## src/sv/lsg_pkg.sv

```systemverilog
// Shared types, constants and arithmetic helpers for the LED status effect generator.
// No dependencies; imported by every module of the block.
`timescale 1ns / 1ps

package lsg_pkg;

  // Mode codes, same encoding as the robot state input
  localparam logic [1:0] MODE_IDLE     = 2'd0;
  localparam logic [1:0] MODE_THINKING = 2'd1;
  localparam logic [1:0] MODE_SPEAKING = 2'd2;
  localparam logic [1:0] MODE_ERROR    = 2'd3;

  localparam int unsigned LED_COUNT_DEFAULT = 16;
  localparam int unsigned LED_COUNT_MAX     = 64;
  localparam int unsigned TICK_FIFO_DEPTH   = 2;

  // Idle breath: triangle of period 40 and peak 45; slope 2*45/40 reduces to 9/4 exactly
  localparam int unsigned IDLE_PERIOD      = 40;
  localparam int unsigned IDLE_HALF        = IDLE_PERIOD / 2;
  localparam int unsigned IDLE_SLOPE_NUM   = 9;
  localparam int unsigned IDLE_SLOPE_SHIFT = 2;

  // Thinking breath: period 16, peak 80; slope 2*80/16 is a whole number
  localparam int unsigned THINK_PERIOD = 16;
  localparam int unsigned THINK_HALF   = THINK_PERIOD / 2;
  localparam int unsigned THINK_PEAK   = 80;
  localparam int unsigned THINK_SLOPE  = 2 * THINK_PEAK / THINK_PERIOD;
  localparam int unsigned THINK_GREEN  = 55;

  localparam int unsigned ERROR_RED = 100;

  // Rainbow: hue advances 9 degrees per tick, computed on a 32-bit product that wraps
  localparam int unsigned HUE_FULL      = 360;
  localparam int unsigned HUE_TICK_STEP = 9;
  localparam int unsigned HUE_WRAP_REM  = int'((64'd1 << 32) % 64'd360);
  // Hue increment on the tick where the 32-bit product wraps
  localparam int unsigned HUE_WRAP_STEP = HUE_TICK_STEP + HUE_FULL - HUE_WRAP_REM;
  localparam int unsigned HUE_SECTOR    = 60;
  localparam int unsigned HSV_VALUE     = 70;
  localparam int unsigned FRAC_MAX      = 255;

  typedef struct packed {
    logic [1:0]  robot_mode;
    logic        request_write;
    logic [1:0]  request_mode;
    logic        force_write;
    logic [1:0]  force_mode;
    logic [15:0] force_count;
  } in_item_t;

  typedef struct packed {
    logic [5:0] pixel_index;
    logic [7:0] red;
    logic [7:0] green;
    logic [7:0] blue;
    logic [1:0] shown_mode;
    logic       last_pixel;
  } out_item_t;

  // One frame tick as handed from the front to the pixel sequencer
  typedef struct packed {
    logic [1:0] mode;
    logic [7:0] red;
    logic [7:0] green;
    logic [7:0] blue;
    logic [8:0] hue_base;
  } tick_desc_t;

  // floor(x / 255) for x below 2^15: reciprocal multiply and one correction
  function automatic logic [7:0] div255(input logic [14:0] x);
    logic [23:0] prod;
    logic [7:0]  quo;
    logic [15:0] rem;
    prod = 24'(x) * 24'd257;
    quo  = 8'(prod >> 16);
    rem  = 16'(x) - 16'(quo) * 16'(FRAC_MAX);
    if (rem >= 16'(FRAC_MAX)) begin
      quo = quo + 8'd1;
    end
    return quo;
  endfunction

endpackage

```

## src/sv/led_status_effect_generator_unit.sv

```systemverilog
// Top level of the LED status effect generator: front end, tick queue, pixel back end.
// Depends on lsg_pkg, lsg_front, lsg_tick_fifo and lsg_back.
`timescale 1ns / 1ps

// Channel  Direction  Handshake              Payload
// ticks    in         push / full            in_item_i  (in_item_t), one frame tick
// pixels   out        empty / pop            out_item_o (out_item_t), one LED color
//
// A tick is taken whenever the tick queue has room; its writes,
// mode pick and color descriptor are settled in the cycle it is taken.
// The pixel sequencer emits one pixel per cycle while the output register is free or popped;
// the first pixel of a tick passes the queue, then the s1, s2 and output registers.
// Reset clears the tick counter, pending request, force state and all valid bits.
// A stalled pop freezes the pixel pipeline only; the front takes ticks until the queue fills.

module led_status_effect_generator_unit
  import lsg_pkg::*;
#(
  parameter int unsigned LED_COUNT  = LED_COUNT_DEFAULT,
  parameter int unsigned TICK_DEPTH = TICK_FIFO_DEPTH
) (
  input  logic      clk_i,
  input  logic      rst_ni,
  input  logic      push,
  output logic      full,
  input  in_item_t  in_item_i,
  output logic      empty,
  input  logic      pop,
  output out_item_t out_item_o
);

  // Front to queue
  logic       wr_en;
  tick_desc_t wr_desc;
  // Queue to back
  tick_desc_t rd_desc;
  logic       fifo_full, fifo_empty, fifo_pop;
  logic       out_valid;

  lsg_front u_front (
    .clk_i       (clk_i),
    .rst_ni      (rst_ni),
    .push_i      (push),
    .item_i      (in_item_i),
    .fifo_full_i (fifo_full),
    .wr_en_o     (wr_en),
    .desc_o      (wr_desc)
  );

  lsg_tick_fifo #(
    .Depth (TICK_DEPTH)
  ) u_fifo (
    .clk_i     (clk_i),
    .rst_ni    (rst_ni),
    .wr_en_i   (wr_en),
    .wr_data_i (wr_desc),
    .rd_en_i   (fifo_pop),
    .rd_data_o (rd_desc),
    .full_o    (fifo_full),
    .empty_o   (fifo_empty)
  );

  // Back end holds the queue head until the last pixel of the tick is issued
  lsg_back #(
    .LedCount (LED_COUNT)
  ) u_back (
    .clk_i        (clk_i),
    .rst_ni       (rst_ni),
    .fifo_empty_i (fifo_empty),
    .desc_i       (rd_desc),
    .fifo_pop_o   (fifo_pop),
    .pop_i        (pop),
    .out_valid_o  (out_valid),
    .out_item_o   (out_item_o)
  );

  assign full  = fifo_full;
  assign empty = !out_valid;

endmodule

```

## src/sv/lsg_front.sv

```systemverilog
// Front end: accepts frame ticks, applies request/force writes, picks the mode
// and builds the per-tick color descriptor. Depends on lsg_pkg.
`timescale 1ns / 1ps

module lsg_front
  import lsg_pkg::*;
(
  input  logic       clk_i,
  input  logic       rst_ni,
  input  logic       push_i,
  input  in_item_t   item_i,
  input  logic       fifo_full_i,
  output logic       wr_en_o,
  output tick_desc_t desc_o
);

  logic [31:0] tick_q, tick_d;
  logic [31:0] acc9_q, acc9_d;
  logic [5:0]  ph40_q, ph40_d;
  logic [8:0]  hue_q, hue_d;
  logic [1:0]  pend_q, pend_d;
  logic [1:0]  forced_q, forced_d;
  logic [15:0] remain_q, remain_d;

  logic        accept;
  logic [1:0]  pend_w;
  logic [15:0] remain_w;
  logic [1:0]  mode;
  logic        acc_carry;
  logic [9:0]  hue_sum;
  logic [5:0]  idle_tri;
  logic [7:0]  idle_b;
  logic [3:0]  ph16;
  logic [4:0]  think_tri;
  logic [7:0]  think_b;

  assign accept  = push_i && !fifo_full_i;
  assign wr_en_o = accept;

  // Writes land before the mode pick of the same tick
  always_comb begin
    pend_w   = item_i.request_write ? item_i.request_mode : pend_q;
    forced_d = item_i.force_write ? item_i.force_mode : forced_q;
    remain_w = item_i.force_write ? item_i.force_count : remain_q;
    pend_d   = pend_w;
    remain_d = remain_w;
    if (remain_w != 16'd0) begin
      mode     = forced_d;
      remain_d = remain_w - 16'd1;
    end else if (pend_w != MODE_IDLE) begin
      mode   = pend_w;
      pend_d = MODE_IDLE;
    end else begin
      mode = item_i.robot_mode;
    end
  end

  // Tick-derived phases, kept incrementally
  always_comb begin
    tick_d             = tick_q + 32'd1;
    {acc_carry, acc9_d} = {1'b0, acc9_q} + 33'(HUE_TICK_STEP);
    hue_sum            = 10'(hue_q) + (acc_carry ? 10'(HUE_WRAP_STEP) : 10'(HUE_TICK_STEP));
    if (hue_sum >= 10'(HUE_FULL)) begin
      hue_d = 9'(hue_sum - 10'(HUE_FULL));
    end else begin
      hue_d = 9'(hue_sum);
    end
    if (tick_q == '1 || ph40_q == 6'(IDLE_PERIOD - 1)) begin
      ph40_d = 6'd0;
    end else begin
      ph40_d = ph40_q + 6'd1;
    end
  end

  always_comb begin
    idle_tri  = (ph40_q < 6'(IDLE_HALF)) ? ph40_q : 6'(IDLE_PERIOD) - ph40_q;
    idle_b    = 8'((10'(idle_tri) * 10'(IDLE_SLOPE_NUM)) >> IDLE_SLOPE_SHIFT);
    ph16      = tick_q[3:0];
    think_tri = (ph16 < 4'(THINK_HALF)) ? 5'(ph16) : 5'(THINK_PERIOD) - 5'(ph16);
    think_b   = 8'(think_tri) * 8'(THINK_SLOPE);

    desc_o.mode     = mode;
    desc_o.hue_base = hue_q;
    desc_o.red      = 8'd0;
    desc_o.green    = 8'd0;
    desc_o.blue     = 8'd0;
    case (mode)
      MODE_IDLE: begin
        desc_o.green = idle_b >> 2;
        desc_o.blue  = idle_b;
      end
      MODE_THINKING: begin
        desc_o.red   = think_b;
        desc_o.green = 8'(THINK_GREEN);
      end
      MODE_ERROR: begin
        desc_o.red = tick_q[1] ? 8'd0 : 8'(ERROR_RED);
      end
      default: begin
        // speaking: color comes from hue in the back end
      end
    endcase
  end

  always_ff @(posedge clk_i or negedge rst_ni) begin
    if (!rst_ni) begin
      tick_q   <= '0;
      acc9_q   <= '0;
      ph40_q   <= '0;
      hue_q    <= '0;
      pend_q   <= MODE_IDLE;
      forced_q <= MODE_IDLE;
      remain_q <= '0;
    end else if (accept) begin
      tick_q   <= tick_d;
      acc9_q   <= acc9_d;
      ph40_q   <= ph40_d;
      hue_q    <= hue_d;
      pend_q   <= pend_d;
      forced_q <= forced_d;
      remain_q <= remain_d;
    end
  end

endmodule

```

## src/sv/lsg_tick_fifo.sv

```systemverilog
// Short queue of tick descriptors between front and back end.
// Depends on lsg_pkg.
`timescale 1ns / 1ps

module lsg_tick_fifo
  import lsg_pkg::*;
#(
  parameter int unsigned Depth = TICK_FIFO_DEPTH
) (
  input  logic       clk_i,
  input  logic       rst_ni,
  input  logic       wr_en_i,
  input  tick_desc_t wr_data_i,
  input  logic       rd_en_i,
  output tick_desc_t rd_data_o,
  output logic       full_o,
  output logic       empty_o
);

  localparam int unsigned PtrW = (Depth > 1) ? $clog2(Depth) : 1;
  localparam int unsigned CntW = $clog2(Depth + 1);

  tick_desc_t          mem_q [Depth];
  logic [PtrW-1:0]     wptr_q, wptr_d;
  logic [PtrW-1:0]     rptr_q, rptr_d;
  logic [CntW-1:0]     cnt_q, cnt_d;
  logic                do_wr, do_rd;

  assign full_o    = (cnt_q == CntW'(Depth));
  assign empty_o   = (cnt_q == '0);
  assign do_wr     = wr_en_i && !full_o;
  assign do_rd     = rd_en_i && !empty_o;
  assign rd_data_o = mem_q[rptr_q];

  always_comb begin
    wptr_d = wptr_q;
    rptr_d = rptr_q;
    cnt_d  = cnt_q;
    if (do_wr) begin
      wptr_d = (wptr_q == PtrW'(Depth - 1)) ? '0 : wptr_q + 1'b1;
    end
    if (do_rd) begin
      rptr_d = (rptr_q == PtrW'(Depth - 1)) ? '0 : rptr_q + 1'b1;
    end
    if (do_wr && !do_rd) begin
      cnt_d = cnt_q + 1'b1;
    end else if (do_rd && !do_wr) begin
      cnt_d = cnt_q - 1'b1;
    end
  end

  always_ff @(posedge clk_i or negedge rst_ni) begin
    if (!rst_ni) begin
      wptr_q <= '0;
      rptr_q <= '0;
      cnt_q  <= '0;
    end else begin
      wptr_q <= wptr_d;
      rptr_q <= rptr_d;
      cnt_q  <= cnt_d;
    end
  end

  always_ff @(posedge clk_i) begin
    if (do_wr) begin
      mem_q[wptr_q] <= wr_data_i;
    end
  end

endmodule

```

## src/sv/lsg_back.sv

```systemverilog
// Back end: walks the LEDs of one tick, one pixel per cycle while not stalled,
// through a three-register pipeline (hue, sector/fraction, output). Depends on lsg_pkg.
`timescale 1ns / 1ps

module lsg_back
  import lsg_pkg::*;
#(
  parameter int unsigned LedCount = LED_COUNT_DEFAULT
) (
  input  logic       clk_i,
  input  logic       rst_ni,
  input  logic       fifo_empty_i,
  input  tick_desc_t desc_i,
  output logic       fifo_pop_o,
  input  logic       pop_i,
  output logic       out_valid_o,
  output out_item_t  out_item_o
);

  localparam int unsigned PixW    = (LedCount > 1) ? $clog2(LedCount) : 1;
  localparam int unsigned HueStep = HUE_FULL / LedCount;

  typedef struct packed {
    logic [5:0] pix;
    logic       last;
    logic [1:0] mode;
    logic [7:0] red;
    logic [7:0] green;
    logic [7:0] blue;
  } pix_info_t;

  logic            en, issue, is_last;
  logic [PixW-1:0] pix_q, pix_d;
  logic [8:0]      hue_run_q, hue_run_d;
  logic [8:0]      hue_cur;
  logic [9:0]      hue_sum;

  logic            s1_v_q, s2_v_q, out_v_q;
  pix_info_t       s1_q, s2_q;
  logic [8:0]      s1_hue_q;
  logic [2:0]      s2_sector_q;
  logic [7:0]      s2_frac_q;
  out_item_t       out_q, out_d;

  logic [2:0]      sector;
  logic [8:0]      sector_base;
  logic [5:0]      hue_mod;
  logic [7:0]      frac;
  logic [7:0]      rise, fall, hv;

  // Whole pipeline moves when the output register is free or being taken
  assign en         = !out_v_q || pop_i;
  assign issue      = en && !fifo_empty_i;
  assign is_last    = (pix_q == PixW'(LedCount - 1));
  assign fifo_pop_o = issue && is_last;

  always_comb begin
    hue_cur = (pix_q == '0) ? desc_i.hue_base : hue_run_q;
    hue_sum = 10'(hue_cur) + 10'(HueStep);
    if (hue_sum >= 10'(HUE_FULL)) begin
      hue_run_d = 9'(hue_sum - 10'(HUE_FULL));
    end else begin
      hue_run_d = 9'(hue_sum);
    end
    pix_d = is_last ? '0 : pix_q + 1'b1;
  end

  // Sector and fraction within the sector; (m*255)/60 is m*17/4 exactly
  always_comb begin
    if (s1_hue_q >= 9'(5 * HUE_SECTOR)) begin
      sector = 3'd5;
    end else if (s1_hue_q >= 9'(4 * HUE_SECTOR)) begin
      sector = 3'd4;
    end else if (s1_hue_q >= 9'(3 * HUE_SECTOR)) begin
      sector = 3'd3;
    end else if (s1_hue_q >= 9'(2 * HUE_SECTOR)) begin
      sector = 3'd2;
    end else if (s1_hue_q >= 9'(HUE_SECTOR)) begin
      sector = 3'd1;
    end else begin
      sector = 3'd0;
    end
    sector_base = 9'(sector) * 9'(HUE_SECTOR);
    hue_mod     = 6'(s1_hue_q - sector_base);
    frac        = 8'((10'(hue_mod) * 10'd17) >> 2);
  end

  always_comb begin
    rise = div255(15'(15'(s2_frac_q) * 15'(HSV_VALUE)));
    fall = div255(15'(15'(8'(FRAC_MAX) - s2_frac_q) * 15'(HSV_VALUE)));
    hv   = 8'(HSV_VALUE);

    out_d.pixel_index = s2_q.pix;
    out_d.shown_mode  = s2_q.mode;
    out_d.last_pixel  = s2_q.last;
    out_d.red         = s2_q.red;
    out_d.green       = s2_q.green;
    out_d.blue        = s2_q.blue;
    if (s2_q.mode == MODE_SPEAKING) begin
      case (s2_sector_q)
        3'd0: begin
          out_d.red = hv;   out_d.green = rise; out_d.blue = 8'd0;
        end
        3'd1: begin
          out_d.red = fall; out_d.green = hv;   out_d.blue = 8'd0;
        end
        3'd2: begin
          out_d.red = 8'd0; out_d.green = hv;   out_d.blue = rise;
        end
        3'd3: begin
          out_d.red = 8'd0; out_d.green = fall; out_d.blue = hv;
        end
        3'd4: begin
          out_d.red = rise; out_d.green = 8'd0; out_d.blue = hv;
        end
        default: begin
          out_d.red = hv;   out_d.green = 8'd0; out_d.blue = fall;
        end
      endcase
    end
  end

  always_ff @(posedge clk_i or negedge rst_ni) begin
    if (!rst_ni) begin
      pix_q   <= '0;
      s1_v_q  <= 1'b0;
      s2_v_q  <= 1'b0;
      out_v_q <= 1'b0;
    end else if (en) begin
      s1_v_q  <= issue;
      s2_v_q  <= s1_v_q;
      out_v_q <= s2_v_q;
      if (issue) begin
        pix_q <= pix_d;
      end
    end
  end

  always_ff @(posedge clk_i) begin
    if (en) begin
      if (issue) begin
        hue_run_q     <= hue_run_d;
        s1_hue_q      <= hue_cur;
        s1_q.pix      <= 6'(pix_q);
        s1_q.last     <= is_last;
        s1_q.mode     <= desc_i.mode;
        s1_q.red      <= desc_i.red;
        s1_q.green    <= desc_i.green;
        s1_q.blue     <= desc_i.blue;
      end
      s2_q        <= s1_q;
      s2_sector_q <= sector;
      s2_frac_q   <= frac;
      out_q       <= out_d;
    end
  end

  assign out_valid_o = out_v_q;
  assign out_item_o  = out_q;

endmodule
```

## config.mk

```make
export PLATFORM = sky130hd
export DESIGN_NAME = led_status_effect_generator_unit
export DESIGN_NICKNAME = d
export VERILOG_FILES = /design/src/sv/lsg_pkg.sv /design/src/sv/led_status_effect_generator_unit.sv /design/src/sv/lsg_front.sv /design/src/sv/lsg_tick_fifo.sv /design/src/sv/lsg_back.sv
export SDC_FILE = /design/constraint.sdc
export NUM_CORES = 1
export LEC_CHECK = 0
export BUFFER_PORTS_ARGS = -buffer_cell sky130_fd_sc_hd__buf_2
export CORE_MARGIN = 8
export CORE_UTILIZATION = 55
export CTS_BUF_LIST = sky130_fd_sc_hd__clkbuf_8 sky130_fd_sc_hd__clkbuf_16
export DETAILED_ROUTE_END_ITERATION = 8
export PLACE_DENSITY = 0.72
export SYNTH_ARGS = -nofsm -noshare
export SYNTH_HDL_FRONTEND = slang
export SYNTH_SLANG_ARGS = --single-unit
```

## constraint.sdc

```tcl
create_clock -name clk_i -period 30.4 [get_ports clk_i]
set_input_delay 9.12 -clock clk_i [delete_from_list [all_inputs] [get_ports clk_i]]
set_output_delay 9.12 -clock clk_i [all_outputs]
set_load 0.02 [all_outputs]
```

==> flow_summary_export.csv, run 1 <==
group,metric,value,unit
die,die_area,0.0443,sq mm
timing,hold_viol,0,
finish,final_nets,2378,
cts,cts_hold_buffers,0,
worst_setup_path,worstSetupStartpointType,"primary input",
grt,grt_pass1_wl,69900,um
worst_setup_path,path_max_fanout,51,
timing,fin_skew,0.0368,ns
finish,mostFrequentLayoutCells,"245 x inv_1, 208 x ha_1, 179 x edfxtp_1, 148 x nor2_1, 128 x xnor2_1",
die,die_y,210,um
place,gp_congestion,0.921,
flow_run,maxCapViolCount,0,
die,start_util,0.555,
worst_setup_path,critical_path_arrival,12.80,ns
synth,synth_edf_count,179,
synth,ys_warn_count,0,
timing,setup_viol,0,
timing,fmax,80.1,MHz
synth,ys.flop_type,"edfxtp_1",
cts,cts_made_buffers,28,
timing,period_needed,12.49,ns
grt,grt.total_usage,0.185,
worst_hold_path,hp-class,"flip-flop to flip-flop",
finish,drive_gt1_frac,0.0942,
die,io_pins,63,
grt,first_global_vias,14800,
grt,antenna_found_initial,0,
die,core,0.0375,sq mm
synth,synthArstFlopShare,0.381,
worst_setup_path,critPathBufInv,2,
drt,post_drt_wl_per_cell,15.7,um
timing,rsz0062_at_grt,"no",
drt,ant_nets,0,
timing,relSlewSlack,0.341,
die,num_rows,71,
grt,grt_start_max_net_pins,75,
cts,cts.repair.resized,0,
worst_setup_path,end_kind,"flip-flop",
finish,diodes,0,
synth,synth-seq-cells,289,
cts,post-cts-setup-buffers,0,
timing,finalSetupTns,0,ns
worst_setup_path,cp_slowest_cell,"buf_2",
timing,worstMarginPinSlew,0.982,ns
cts,root_buffer,"clkbuf_16",
timing,finalCritPeriodShare,0.411,
place,io_buffers,60,
cts,path_clk_slew,0.07,ns
cts,clk_latency,0.56,ns
drt,drt_iter0_drc,763,
cts,htreeDepth,1,
grt,overflow,0,
timing,slew_violations,0,
cts,cts_tree,"yes",
synth,syn_inst,2023,
outcome,status,"complete, no violations",
drt,drt-vias-per-instance,5.55,
drt,totalWireLength,41100,um
drt,drc,0,
worst_setup_path,critPathRequiredTime,30.70,ns
synth,synthesis.area,0.0208,sq mm
synth,synth-seq-area-share,0.391,
synth,avgSynthCellArea,10.3,sq um
worst_setup_path,crit_family,"simple AND/OR/NAND/NOR gates",
die,die_w,210,um
worst_setup_path,crit_path_cell_trace,"buf_2 -> mux2i_1 -> ha_1 -> o211ai_1 -> nor4_1 -> and2_1 -> nand2_1 -> o21ai_1 -> inv_1 -> and3_1",
finish,syn2layout_area_growth,8.42,%
cts,clkSinkCount,289,
drt,dr.pass1.iters,5,
worst_setup_path,path_class,"primary input to flip-flop",
worst_setup_path,critPathMaxStageDelay,0.64,ns
drt,vias,14500,
place,hpwl,31600,um
finish,layout_commonest_cell,"inv_1",
cts,cts_max_path_buffers,3,
synth,yosysUniqueCellTypes,101,
-- registers in the layout (all words and copies together), names as in the netlist, 3 cells and up --
register / cells
u_back.s1_hue_q: 9
u_front.tick_q: 32
u_front.hue_q: 9
u_fifo.mem_q: 64
u_back.s1_q: 28
u_back.s2_q: 21
u_back.out_item_o: 31
u_back.s2_frac_q: 8
u_back.hue_run_q: 8
u_front.acc9_q: 32
u_back.out_d: 7
u_front.remain_q: 16
u_back.pix_q: 4
u_back.s2_sector_q: 3
u_front.ph40_q: 6
-- routing by layer --
layer | part of all wire | routed length (um) | GRT usage
met2 | 0.49 | 20100 | 0.330
met4 | 0.023 | 938 | 0.0475
met3 | 0.036 | 1480 | 0.0184
met5 | 0 | 0 | 0
met1 | 0.45 | 18600 | 0.238
-- Yosys cell counts (5+ instances only) --
| cell | number | area share |
|---|---|---|
| buf_1 | 6 | 0.0011 |
| ha_1 | 208 | 0.13 |
| nor3b_1 | 12 | 0.0043 |
| a31oi_1 | 6 | 0.0018 |
| mux2i_1 | 19 | 0.0091 |
| nand3_1 | 43 | 0.010 |
| nand2_1 | 119 | 0.021 |
| o21ai_0 | 88 | 0.021 |
| or3_1 | 10 | 0.0030 |
| a21o_1 | 31 | 0.011 |
| nor2_1 | 149 | 0.027 |
| nor3_1 | 36 | 0.0087 |
| nor2b_1 | 23 | 0.0069 |
| nor4_1 | 11 | 0.0033 |
| xnor2_1 | 128 | 0.054 |
| and2_1 | 20 | 0.0060 |
| o31ai_1 | 7 | 0.0025 |
| nand4_1 | 21 | 0.0063 |
| a21oi_1 | 93 | 0.022 |
| mux2_2 | 37 | 0.020 |
| a221oi_1 | 5 | 0.0021 |
| a221o_1 | 9 | 0.0043 |
| or2_2 | 8 | 0.0024 |
| inv_1 | 238 | 0.043 |
| o21bai_1 | 12 | 0.0043 |
| o21ai_1 | 5 | 0.0012 |
| o21a_1 | 14 | 0.0051 |
| clkbuf_1 | 32 | 0.0058 |
| xor2_1 | 55 | 0.023 |
| a22oi_1 | 15 | 0.0054 |
| o211ai_1 | 26 | 0.0094 |
| and3_1 | 25 | 0.0075 |
| a211oi_1 | 17 | 0.0061 |
| fa_1 | 63 | 0.061 |
| nand2b_1 | 20 | 0.0060 |
| edfxtp_1 | 179 | 0.26 |
| o22ai_1 | 9 | 0.0027 |
| dfrtp_1 | 110 | 0.13 |
| o2111ai_1 | 5 | 0.0021 |
-- cell families (layout without fill, tap and decap cells) --
| kind of cell | after synthesis | count (layout) | share of synthesized area |
|---|---|---|---|
| AND/OR/NAND/NOR | 528 | 528 | 0.127 |
| other | 1 | 3 | 0.000180 |
| multiplexers | 56 | 56 | 0.0292 |
| XOR/XNOR | 190 | 190 | 0.0834 |
| flip-flops | 289 | 289 | 0.391 |
| AO/OA/AOI/OAI | 401 | 401 | 0.130 |
| adder cells (fa/ha/maj) | 272 | 272 | 0.186 |
| buffers and inverters | 286 | 362 | 0.0527 |
-- area by class of cell --
cell class                      instances  area (sq um)
Clock inverter                         21           170
Clock buffer                           31           742
Inverter                              242           911
Timing Repair Buffer                   68           363
Tap cell                              511           639
Sequential cell                       289          8130
Multi-Input combinational cell       1450         11600
Fill cell                            3096         14900
-- path summary, 6_finish.rpt --
kind,startpoint,to,slack (ns),cells after the start
max in group asynchronous,rst_ni,u_front.acc9_q[22],20.53,2
worst min-delay path,u_back.s1_q[28],u_back.out_d[28],0.41,0
worst min register to register,u_back.s1_q[28],u_back.out_d[28],0.41,0
min in group asynchronous,rst_ni,u_front.tick_q[30],8.52,1
worst max-delay path,in_item_i[18],u_fifo.mem_q[1][11],17.91,10
worst max register to register,u_back.s2_frac_q[6],u_back.out_item_o[16],18.05,43
-- stage by stage --
step / cells / utilization / instance area, sq um / setup WS (ns) / hold slack [ns]
after global placement: 2560 / 0.577 / 21600 / 17.41 / 0.404
after floorplan: 2025 / - / 20800 / 17.00 / 0.400
after detailed placement: 2560 / 0.577 / 21600 / 17.35 / 0.405
after CTS: 2612 / 0.601 / 22500 / 17.96 / 0.408
final: 2612 / 0.601 / 22500 / 17.91 / 0.411
after global routing: 2612 / 0.601 / 22500 / 17.36 / 0.413
-- worst reg2reg max path: cells and delay by family (launching register included) --
family	cells	cell delay [ns]
adder cells (fa/ha/maj)	11	4.29
AO/OA/AOI/OAI	10	2.83
AND/OR/NAND/NOR	9	1.64
XOR/XNOR	4	1.28
buffers and inverters	8	1.09
flip-flops	1	0.51
multiplexers	1	0.50
Power of run 1 is not shown: default switching activity piles up to over one toggle a cycle in this logic, so the estimate is an artifact.
==> run 2: changes to the inputs <==
==> constraint.sdc (replaced) <==
create_clock -name clk_i -period 12.6 [get_ports clk_i]
set_input_delay 3.78 -clock clk_i [delete_from_list [all_inputs] [get_ports clk_i]]
set_output_delay 3.78 -clock clk_i [all_outputs]
set_load 0.02 [all_outputs]
==> run 2 against run 1 <==
Against the previous run: global-route usage increased by 1.5 points; setup slack worse by 17 ns; highest routed layer unchanged; final cell count grew 0.42%; largest cell class unchanged; critical path type is now flip-flop to flip-flop.
==> flow_summary_export.csv, run 2 (synthesized netlist as in run 1, its figures left out) <==
group,metric,value,unit
die,core,0.0375,sq mm
worst_setup_path,end_kind,"flip-flop",
cts,cts_max_path_buffers,3,
timing,finalCritPeriodShare,0.938,
timing,period_needed,11.82,ns
timing,worstMarginPinSlew,1.04,ns
worst_setup_path,crit_family,"adder cells",
grt,grt.total_usage,0.200,
worst_hold_path,hp-class,"flip-flop to flip-flop",
worst_setup_path,worstSetupStartpointType,"flip-flop",
flow_run,maxCapViolCount,0,
worst_setup_path,critical_path_arrival,12.17,ns
worst_setup_path,critPathRequiredTime,12.95,ns
drt,dr.pass1.iters,6,
place,io_buffers,60,
finish,largest_register_ffs,64,
timing,rsz0062_at_grt,"no",
cts,clkSinkCount,289,
die,die_area,0.0443,sq mm
cts,post-cts-setup-buffers,0,
finish,fill_cells,3180,
drt,drt-vias-per-instance,5.62,
grt,antenna_found_initial,0,
timing,relSlewSlack,0.306,
finish,diodes,0,
drt,drt_iter0_drc,843,
finish,reg.largest.list,"u_fifo.mem_q: 64 flops, u_front.acc9_q: 32 flops, u_front.tick_q: 32 flops",
worst_setup_path,critPathBufInv,6,
grt,first_global_vias,15200,
finish,final_nets,2386,
cts,cts_tree,"yes",
timing,fmax,84.6,MHz
timing,setup_viol,0,
cts,cts_made_buffers,31,
timing,hold_viol,0,
grt,grt_pass1_wl,74200,um
grt,grt_start_max_net_pins,76,
drt,totalWireLength,44000,um
cts,root_buffer,"clkbuf_16",
cts,cts_hold_buffers,0,
finish,seq_area,0.00813,sq mm
timing,fin_skew,0.0104,ns
die,io_pins,63,
worst_setup_path,path_class,"flip-flop to flip-flop",
finish,top_register,"u_fifo.mem_q",
grt,overflow,0,
cts,clk_latency,0.56,ns
place,gp_congestion,0.919,
worst_setup_path,path_max_fanout,9,
finish,layout_commonest_cell,"inv_1",
worst_setup_path,crit_top_cell,"ha_1",
drt,post_drt_wl_per_cell,16.8,um
die,start_util,0.555,
finish,multi_input_area,0.0116,sq mm
die,die_w,210,um
timing,slew_violations,0,
timing,finalSetupTns,0,ns
die,num_rows,71,
finish,mostFrequentLayoutCells,"244 x inv_1, 208 x ha_1, 179 x edfxtp_1, 148 x nor2_1, 128 x xnor2_1",
cts,cts.repair.resized,0,
die,die_y,210,um
drt,drc,0,
outcome,status,"complete, no violations",
drt,vias,14700,
drt,ant_nets,0,
cts,path_clk_slew,0.07,ns
worst_setup_path,cp_slowest_cell,"xnor2_1",
place,hpwl,34000,um
cts,htreeDepth,1,
worst_setup_path,critPathMaxStageDelay,0.69,ns
finish,drive_gt1_frac,0.0994,
finish,syn2layout_area_growth,9.08,%
## run 2: changes by cell type in the layout (fill, tap and decap cells not counted)
cell        previous run  this run
inv_6                  0         3
clkbuf_16             28        31
clkinvlp_4             0         3
clkbuf_8               3         1
buf_4                  9        14
clkinvlp_2             1         0
clkinv_16              1         0
bufinv_16              2         3
inv_1                245       244
inv_8                  0         1
## run 2: final timing paths
| path | cells after the start | slack (ns) | to | startpoint |
|---|---|---|---|---|
| setup reg to reg | 41 | 0.78 | u_back.out_item_o[17] | u_back.s2_frac_q[6] |
| max in group asynchronous | 2 | 8.11 | u_back.pix_q[2] | rst_ni |
| hold reg to reg | 0 | 0.42 | u_back.out_item_o[29] | u_back.out_d[29] |
| min in group asynchronous | 1 | 3.16 | u_front.tick_q[16] | rst_ni |
| hold / removal | 0 | 0.42 | u_back.out_item_o[29] | u_back.out_d[29] |
| setup / recovery | 41 | 0.78 | u_back.out_item_o[17] | u_back.s2_frac_q[6] |
## run 2: area by class of cell
| class | count | area share |
|---|---|---|
| clock inverters | 26 | 0.00977 |
| repair buffers | 73 | 0.0177 |
| multi-input cells | 1450 | 0.511 |
| well taps | 511 | 0.0282 |
| inverters | 242 | 0.0402 |
| flip-flops and latches | 289 | 0.358 |
| clock buffers | 32 | 0.0348 |
## run 2: layer usage
layer,wire [um],vias up,track usage,part of all wire
li1,-,7240,-,-
met1,19400,7111,0.253,0.44
met2,21800,305,0.354,0.49
met3,1880,92,0.0272,0.043
met4,1030,0,0.0562,0.023
met5,0,-,0,0
## run 2: through the flow
step                setup WS [ns]  hold WS, ns  instances   util  cell area, sq um
detailed placement          0.888        0.405       2565  0.578             21700
global route               0.0365        0.423       2623  0.605             22700
CTS                         0.850        0.418       2623  0.605             22700
floorplan                    2.09        0.400       2025      -             20800
finish                      0.782        0.418       2623  0.605             22700
global placement             1.17        0.401       2565  0.578             21700
Power of run 2 is left out for the same reason.
==> run 3: changes to the inputs <==
--- a/config.mk
+++ b/config.mk
@@ -11,6 +11,8 @@
 export CTS_BUF_LIST = sky130_fd_sc_hd__clkbuf_8 sky130_fd_sc_hd__clkbuf_16
 export DETAILED_ROUTE_END_ITERATION = 8
 export PLACE_DENSITY = 0.72
+export SLEW_MARGIN = 30
 export SYNTH_ARGS = -nofsm -noshare
 export SYNTH_HDL_FRONTEND = slang
+export SYNTH_HIERARCHICAL = 1
 export SYNTH_SLANG_ARGS = --single-unit
==> run 3 against run 2 <==
Against the previous run: non-clock buffer count grew 4; clock skew grew 0.011 ns; register-to-register slack lost 0.06 ns; wire length grew 1.7%; fmax shrank 0.50%; critical endpoint is now u_back/out_item_o[9]; first-iteration DRC count grew 18%; sequential share of layout area grew 0.11 points; highest routed layer unchanged; design area grew 4.1%; clock-buffer cell count grew 4; global-route usage shrank 0.53 points.
==> flow_summary_export.csv, run 3 <==
group,metric,value,unit
grt,antenna_found_initial,0,
finish,reg.largest.list,"u_fifo/mem_q: 70 flops, u_front/acc9_q: 32 flops, u_front/tick_q: 32 flops",
cts,clk_latency,0.54,ns
worst_setup_path,path_class,"flip-flop to flip-flop",
synth,syn_inst,2093,
synth,ys_top_cells_by_count,"256 x inv_1, 201 x ha_1, 191 x edfxtp_1, 149 x nor2_1, 147 x nand2_1",
drt,vias,15300,
synth,synth-seq-cells,301,
worst_setup_path,crit_family,"adder cells",
timing,worstMarginPinSlew,0.872,ns
timing,slew_violations,0,
grt,grt.total_usage,0.194,
synth,synthesis.area,0.0216,sq mm
drt,totalWireLength,44800,um
finish,top_register,"u_fifo/mem_q",
place,io_buffers,60,
finish,final_nets,2446,
finish,stdcell_area,0.0236,sq mm
grt,first_global_vias,15700,
synth,synth_xor_area_frac,0.0847,
timing,setup_viol,0,
place,hpwl,33700,um
cts,clkSinkCount,301,
timing,fmax,84.2,MHz
worst_setup_path,end_kind,"flip-flop",
worst_setup_path,critPathMaxStageDelay,0.55,ns
timing,fin_hold_ws,0.405,ns
grt,overflow,0,
drt,post_drt_wl_per_cell,16.6,um
synth,synth-seq-area-share,0.393,
synth,synth_top_area_share,0.265,
timing,finalCritPeriodShare,0.943,
drt,drt-vias-per-instance,5.68,
drt,ant_nets,0,
worst_setup_path,worstSetupStartpointType,"flip-flop",
timing,relSlewSlack,0.419,
drt,dr.pass1.iters,5,
synth,yosysUniqueCellTypes,107,
synth,synthArstFlopShare,0.365,
synth,ys_warn_count,6,
cts,cts_hold_buffers,0,
worst_hold_path,hp-class,"flip-flop to flip-flop",
finish,multi_input_area,0.0119,sq mm
timing,finalSetupTns,0,ns
timing,period_needed,11.88,ns
timing,rsz0062_at_grt,"no",
die,die_y,214,um
die,die_w,214,um
cts,path_clk_slew,0.06,ns
cts,cts_tree,"yes",
finish,syn2layout_area_growth,9.25,%
cts,htreeDepth,2,
die,num_rows,72,
finish,fill_cells,3180,
die,core,0.0387,sq mm
worst_setup_path,critPathRequiredTime,12.87,ns
worst_setup_path,critPathBufInv,6,
finish,drive_gt1_frac,0.106,
die,die_area,0.0459,sq mm
synth,ys_top_cells_by_area,"edfxtp_1 27%, dfrtp_1 13%, ha_1 12%",
drt,drt_iter0_drc,993,
timing,hold_viol,0,
finish,fin_util,0.610,
die,start_util,0.558,
timing,fin_skew,0.0211,ns
synth,yosysMostFrequentCell,"inv_1",
worst_setup_path,path_max_fanout,9,
finish,diodes,0,
synth,synth_edf_count,191,
worst_setup_path,critical_path_arrival,12.15,ns
worst_setup_path,crit_top_cell,"ha_1",
place,post_dp_cell_area,0.0224,sq mm
finish,layout_commonest_cell,"inv_1",
synth,synth_mux_area_frac,0.0393,
cts,root_buffer,"clkbuf_16",
synth,avgSynthCellArea,10.3,sq um
cts,cts_max_path_buffers,3,
outcome,status,"complete, no violations",
finish,seq_area,0.00849,sq mm
synth,yosysTopAreaCell,"edfxtp_1",
drt,drc,0,
place,gp_congestion,0.951,
synth,synth-adder-area-share,0.175,
worst_setup_path,cp_slowest_cell,"edfxtp_1",
synth,synth-compound-area-share,0.120,
flow_run,maxCapViolCount,0,
synth,synth-simple-area-share,0.129,
synth,ys.flop_type,"edfxtp_1",
die,io_pins,63,
finish,mostFrequentLayoutCells,"257 x inv_1, 201 x ha_1, 191 x edfxtp_1, 147 x nand2_1, 147 x nor2_1",
cts,cts_made_buffers,35,
synth,synth_top_family_by_area,"adder cells",
grt,grt_start_max_net_pins,76,
finish,largest_register_ffs,70,
grt,grt_pass1_wl,75700,um
-- run 3: cell count changes after synthesis, sizes merged, moves of 9 or more --
| cell | delta |
|---|---|
| inv | +14 |
| edfxtp | +12 |
| xnor2 | +9 |
| a22oi | -9 |
| nand3 | +14 |
| nand2 | +29 |
-- run 3: worst register-to-register path: cells and delay by family, from the launching register on --
kind | cells | cell delay, ns
flops | 1 | 0.55
buf+inv | 6 | 0.62
fa+ha+maj | 11 | 4.54
compound gates | 13 | 3.09
xor+xnor | 2 | 0.30
simple gates | 10 | 2.52
-- run 3: timing repair --
action	in CTS	in global routing
endpoints found under the setup margin	0	10
resized for setup	0	3
setup buffers	0	0
-- run 3: area by class of cell --
cell class / instances / share of cell area
well taps: 518 / 0.0274
clock inverters: 26 / 0.0108
clock buffers: 36 / 0.0377
repair buffers: 77 / 0.0192
flip-flops and latches: 301 / 0.360
multi-input cells: 1483 / 0.505
inverters: 256 / 0.0407
-- run 3: kinds of logic after synthesis --
family	Yosys count
AND/OR/NAND/NOR	561
AO/OA/AOI/OAI	386
buffers and inverters	313
flip-flops	301
adder cells (fa/ha/maj)	264
XOR/XNOR	198
multiplexers	68
other	2
-- run 3: layer usage --
layer	up-vias	wire length [um]	track usage
li1	7439	-	-
met1	7323	19500	0.245
met2	421	21300	0.328
met3	123	2440	0.0374
met4	0	1610	0.0759
met5	-	0	0
-- run 3: final timing paths --
path,start,slack [ns],cells past startpoint,to
setup / recovery,u_back/s2_frac_q[6],0.72,42,u_back/out_item_o[9]
hold / removal,u_back/out_d[0],0.40,0,u_back/out_item_o[0]
setup reg to reg,u_back/s2_frac_q[6],0.72,42,u_back/out_item_o[9]
hold reg to reg,u_back/out_d[0],0.40,0,u_back/out_item_o[0]
max in group asynchronous,rst_ni,8.05,2,u_fifo/rptr_q
min in group asynchronous,rst_ni,3.30,1,u_front/tick_q[18]
-- run 3: metrics by stage --
stage                     instances  worst slack, ns
after floorplan                2097             1.95
after global placement         2634            0.674
after detailed placement       2635            0.599
after CTS                      2697            0.510
after global routing           2697            0.113
final                          2697            0.723
Power of run 3 is left out for the same reason.
